`config.mk`:
```
export PLATFORM = sky130hd
export DESIGN_NAME = pfc_ctrl
export DESIGN_NICKNAME = d
export VERILOG_FILES = /design/src/hdl/pfc_pkg.sv /design/src/hdl/pfc_ctrl.sv
export SDC_FILE = /design/constraint.sdc
export NUM_CORES = 1
export LEC_CHECK = 0
export BUFFER_PORTS_ARGS = -buffer_cell sky130_fd_sc_hd__buf_2
export CAP_MARGIN = 15
export CORE_AREA = 2 2 39 41
export DETAILED_ROUTE_END_ITERATION = 6
export DIE_AREA = 0 0 41 43
export GPL_TIMING_DRIVEN = 0
export PLACE_DENSITY_LB_ADDON = 0.08
export REMOVE_ABC_BUFFERS = 1
export SKIP_LAST_GASP = 1
export SYNTH_ARGS = -nofsm -noshare
export SYNTH_HDL_FRONTEND = slang
export SYNTH_SLANG_ARGS = --single-unit
export TNS_END_PERCENT = 100
```
`constraint.sdc`:
```
create_clock -name clk -period 1.4 [get_ports clk]
set_clock_uncertainty 0.2 [all_clocks]
set_input_delay 0.28 -clock clk [delete_from_list [all_inputs] [get_ports clk]]
set_output_delay 0.28 -clock clk [all_outputs]
set_load 0.005 [all_outputs]
```
`src/hdl/pfc_pkg.sv`:
```
// Shared types and constants for the packet flow classifier.
package pfc_pkg;

    localparam logic [15:0] ETHTYPE_V4    = 16'h0800;
    localparam logic [15:0] ETHTYPE_V6    = 16'h86DD;
    localparam logic [7:0]  PROTO_TCP     = 8'd6;
    localparam logic [7:0]  PROTO_UDP     = 8'd17;
    localparam logic [3:0]  VER_4         = 4'd4;
    localparam logic [3:0]  VER_6         = 4'd6;
    localparam logic [17:0] ETH_HDR_BYTES = 18'd14;
    localparam logic [17:0] V6_HDR_BYTES  = 18'd40;
    localparam logic [5:0]  UDP_HDR_BYTES = 6'd8;

    localparam logic [1:0] CLASS_DROP = 2'd0;
    localparam logic [1:0] CLASS_TCP  = 2'd1;
    localparam logic [1:0] CLASS_UDP  = 2'd2;

    localparam int IN_BITS  = 352;
    localparam int OUT_BITS = 250;
    localparam int KEY_BITS = 290;

    typedef enum logic [2:0] {
        ST_IDLE,
        ST_READ,
        ST_CMP,
        ST_INSERT,
        ST_COUNT,
        ST_OUT
    } state_t;

    typedef struct packed {
        logic load;
        logic rd;
        logic cnt_step;
        logic insert;
        logic count;
    } cmd_t;

    typedef struct packed {
        logic drop;
        logic match;
        logic scan_end;
    } status_t;

endpackage

```
`src/hdl/pfc_ctrl.sv`:
```
// Sequencer for the flow table scan.
module pfc_ctrl
(
    input  logic             clk,
    input  logic             rst_n,
    input  logic             in_valid,
    output logic             in_ready,
    output logic             out_valid,
    input  logic             out_ready,
    input  pfc_pkg::status_t st,
    output pfc_pkg::cmd_t    cmd
);

    pfc_pkg::state_t state_reg, state_next;

    always_ff @(posedge clk or negedge rst_n)
    begin
        if (!rst_n)
            state_reg <= pfc_pkg::ST_IDLE;
        else
            state_reg <= state_next;
    end

    always_comb
    begin
        state_next = state_reg;
        cmd = '0;
        in_ready = 1'b0;
        out_valid = 1'b0;
        case (state_reg)
            pfc_pkg::ST_IDLE:
            begin
                in_ready = 1'b1;
                if (in_valid)
                begin
                    cmd.load = 1'b1;
                    state_next = pfc_pkg::ST_READ;
                end
            end
            pfc_pkg::ST_READ:
            begin
                // drop and end-of-scan settle after load
                if (st.drop)
                    state_next = pfc_pkg::ST_COUNT;
                else if (st.scan_end)
                    state_next = pfc_pkg::ST_INSERT;
                else
                begin
                    cmd.rd = 1'b1;
                    state_next = pfc_pkg::ST_CMP;
                end
            end
            pfc_pkg::ST_CMP:
            begin
                if (st.match)
                    state_next = pfc_pkg::ST_COUNT;
                else
                begin
                    cmd.cnt_step = 1'b1;
                    state_next = pfc_pkg::ST_READ;
                end
            end
            pfc_pkg::ST_INSERT:
            begin
                cmd.insert = 1'b1;
                state_next = pfc_pkg::ST_COUNT;
            end
            pfc_pkg::ST_COUNT:
            begin
                cmd.count = 1'b1;
                state_next = pfc_pkg::ST_OUT;
            end
            pfc_pkg::ST_OUT:
            begin
                out_valid = 1'b1;
                if (out_ready)
                    state_next = pfc_pkg::ST_IDLE;
            end
            default: state_next = pfc_pkg::ST_IDLE;
        endcase
    end

    property p_ready_idle;
        @(posedge clk) disable iff (!rst_n) in_ready |-> !out_valid;
    endproperty
    a_ready_idle: assert property (p_ready_idle) else $error("ready during output");

    property p_insert_then_count;
        @(posedge clk) disable iff (!rst_n) cmd.insert |=> cmd.count;
    endproperty
    a_insert_then_count: assert property (p_insert_then_count) else $error("insert w/o count");

    property p_load_goes_read;
        @(posedge clk) disable iff (!rst_n) cmd.load |=> state_reg == pfc_pkg::ST_READ;
    endproperty
    a_load_goes_read: assert property (p_load_goes_read) else $error("load did not start scan");

endmodule

```
==> impl_metrics.py <==
metrics = {
    "run_status": {
        "outcome": "finished with violations",
        "violations": "setup timing",
    },
    "routing": {
        "via_count": 260,
        "drt-initial-drc-count": 1,
        "drc": 0,
        "viasPerCell": 4.26,
        "dr.pass1.iters": 3,
        "totalWireLength_um": 728,
        "final_antenna_net_count": 0,
        "wl_per_cell_um": 11.9,
    },
    "synth": {
        "yosysUniqueCellTypes": 17,
        "synth-warning-count": 0,
        "yosys-top-cells-area": "dfrtp_1 30%, nor4b_4 19%, and3b_2 8.0%",
        "post-synth-top-count-cell": "dfrtp_1",
        "async_flop_share": 1.00,
        "synth_edf_count": 0,
        "mappedNetlistArea_um2": 249,
        "synthCells": 23,
        "synth.avg_cell_area_um2": 10.8,
        "synth_ff_type": "dfrtp_1",
        "yosys.area.top_type_share": 0.302,
        "synthTopCellsByCount": "3 x dfrtp_1, 2 x and3b_2, 2 x buf_4, 2 x nor2_1, 2 x nor4b_4",
        "synth-seq-cells": 3,
        "yosysSeqAreaShare": 0.302,
        "yosys.area.top_type": "dfrtp_1",
    },
    "power": {
        "p_clk_frac": 0.183,
        "p_sw_w": 0.000302,
        "pwr-share-seq": 0.310,
        "power_density_mw_per_mm2": 1940,
        "internal_power_w": 0.000528,
        "cellLeakagePower_nw": 0.211,
        "ir_drop_v": 0.000701,
        "p_sw_frac": 0.364,
        "share_comb_of_total_power": 0.507,
        "total_power_w": 0.000829,
    },
    "timing": {
        "fmaxAchievable_mhz": 587,
        "min_period_ns": 1.70,
        "slew_violations": 0,
        "tightest_slew_ns": 0.250,
        "rsz0062_at_grt": "true",
        "final-setup-viol-count": 7,
        "setup_slack_ns": -0.305,
        "post-route-period-util": 1.22,
        "hold_violations": 0,
        "relSlewSlack": 0.832,
    },
    "cells_and_area": {
        "drive_above_1_share": 0.711,
        "largest_reg_flops": 3,
        "area_growth_pct": 71.9,
        "num_antenna_cells": 0,
        "fin_util": 0.309,
        "fin_nets": 53,
        "final_cells": 61,
        "final_area_um2": 428,
    },
    "floorplan": {
        "rows": 14,
        "io_pins": 14,
        "die_height_um": 43,
        "initial_core_util": 0.180,
        "dieArea_mm2": 0.00176,
        "dieWidth_um": 41,
        "core_region_area_mm2": 0.00138,
    },
    "critical_path": {
        "r2r-start": "state_reg[2]$_DFFE_PN0P_",
        "critPathLaunchType": "flop",
        "end_kind": "primary output",
        "cp_max_fo": 6,
        "cp.required_ns": 0.92,
        "critPathLaunch": "state_reg[1]$_DFFE_PN0P_",
        "worstPathArrival_ns": 1.22,
        "critPathKind": "flop to primary output",
    },
    "clock_network": {
        "cts_root_buf": "clkbuf_4",
        "cts_buffer_depth": 2,
        "clock_latency_ns": 0.23,
        "cts_max_level": 1,
        "cts.clk_slew.worst_paths_ns": 0.04,
        "tritoncts": "built",
        "clkSinkCount": 3,
        "cts_buffers": 3,
    },
    "placed_design": {
        "post-dp-hpwl_um": 439,
        "gp_congestion": 0.655,
        "dpl-instance-area_um2": 308,
        "placed_cells": 49,
        "portBuffers": 13,
    },
    "global_route": {
        "grt_overflow": 0,
        "grt.total_usage": 0.103,
        "grt_pass1_wl_um": 1190,
        "antenna_found_initial": 0,
        "grt_pass1_vias": 271,
        "grt_max_degree": 9,
    },
    "worst_hold_path": {
        "hold_start": "out_ready",
        "hp-class": "input port to flop",
    },
    "flow_run": {
        "drv_cap": 0,
    },
}
==> layout by cell type, fill, tap and decap left out <==
master and n:
a211oi_1 1, a21oi_1 1, a2bb2oi_1 1, a311oi_1 1
and2_1 1, and2b_1 1, and3b_2 2, buf_2 12
buf_4 4, buf_6 4, clkbuf_1 1, clkbuf_4 3
dfrtp_2 3, dlygate4sd3_1 1, inv_1 1, nor2_1 2
nor3_2 1, nor3b_2 1, nor4b_4 2, o21a_1 1
o21ai_1 1
==> routing by layer <==
metal | global-route usage | share of wire | vias to the layer above
li1 | - | - | 127
met1 | 0.122 | 0.38 | 122
met2 | 0.156 | 0.56 | 11
met3 | 0.0157 | 0.062 | 0
met4 | 0.0800 | 0 | 0
met5 | 0 | 0 | -
==> power by group through the flow <==
stage	combinational, W	clock (W)	sequential, W
floorplan	0.000161	0	0.000218
global placement	0.000242	0	0.000252
detailed placement	0.000241	0	0.000254
CTS	0.000388	0.000158	0.000246
global route	0.000467	0.000165	0.000269
finish	0.000420	0.000152	0.000257
==> kinds of logic (layout without fill, tap and decap cells) <==
family,Yosys count,in the layout,share of synthesized area
buffers and inverters,4,26,0.121
and+or+nand+nor,10,10,0.407
DFF,3,3,0.301
AOI/OAI and AO/OA,6,6,0.171
==> metrics by stage <==
stage	setup slack, ns	TNS, ns	hold WS, ns
after floorplan	-0.0176	-0.0176	-0.216
after global placement	-0.206	-0.373	-0.126
after detailed placement	-0.209	-0.501	-0.124
after CTS	-0.315	-1.80	0.0649
after global routing	-0.341	-2.03	0.0871
final	-0.305	-1.62	0.0765
==> worst max-delay path, stage by stage, from the launching register on <==
cell	delay, ns
dfrtp_2	0.46
nor4b_4	0.29
and2b_1	0.15
buf_2	0.10
==> final cells by class <==
type | instances | area [um2]
Fill cell | 164 | 956
Multi-Input combinational cell | 16 | 154
Timing Repair Buffer | 21 | 145
Sequential cell | 3 | 78.8
Clock buffer | 4 | 26.3
Tap cell | 16 | 20.0
Inverter | 1 | 3.75
==> final timing paths <==
check | to | slack, ns | depth (start not counted)
worst max-delay path | cmd[3] | -0.30 | 3
worst min-delay path | state_reg[2]$_DFFE_PN0P_ | 0.08 | 2
worst max register to register | state_reg[2]$_DFFE_PN0P_ | 0.06 | 3
worst min register to register | state_reg[0]$_DFFE_PN0P_ | 0.38 | 1
max in group asynchronous | state_reg[2]$_DFFE_PN0P_ | 0.71 | 2
min in group asynchronous | state_reg[1]$_DFFE_PN0P_ | 0.17 | 2
==> what timing repair did <==
| item | in CTS | in global routing |
|---|---|---|
| pin swaps | 2 | 1 |
| hold endpoints to repair | 3 | 0 |
| endpoints found under the setup margin | 7 | 8 |
| hold buffers | 1 | 0 |
| gates resized for setup | 6 | 3 |
| gates cloned | 0 | 0 |
| setup buffers | 6 | 1 |
Power figures use the tool's default switching activity.
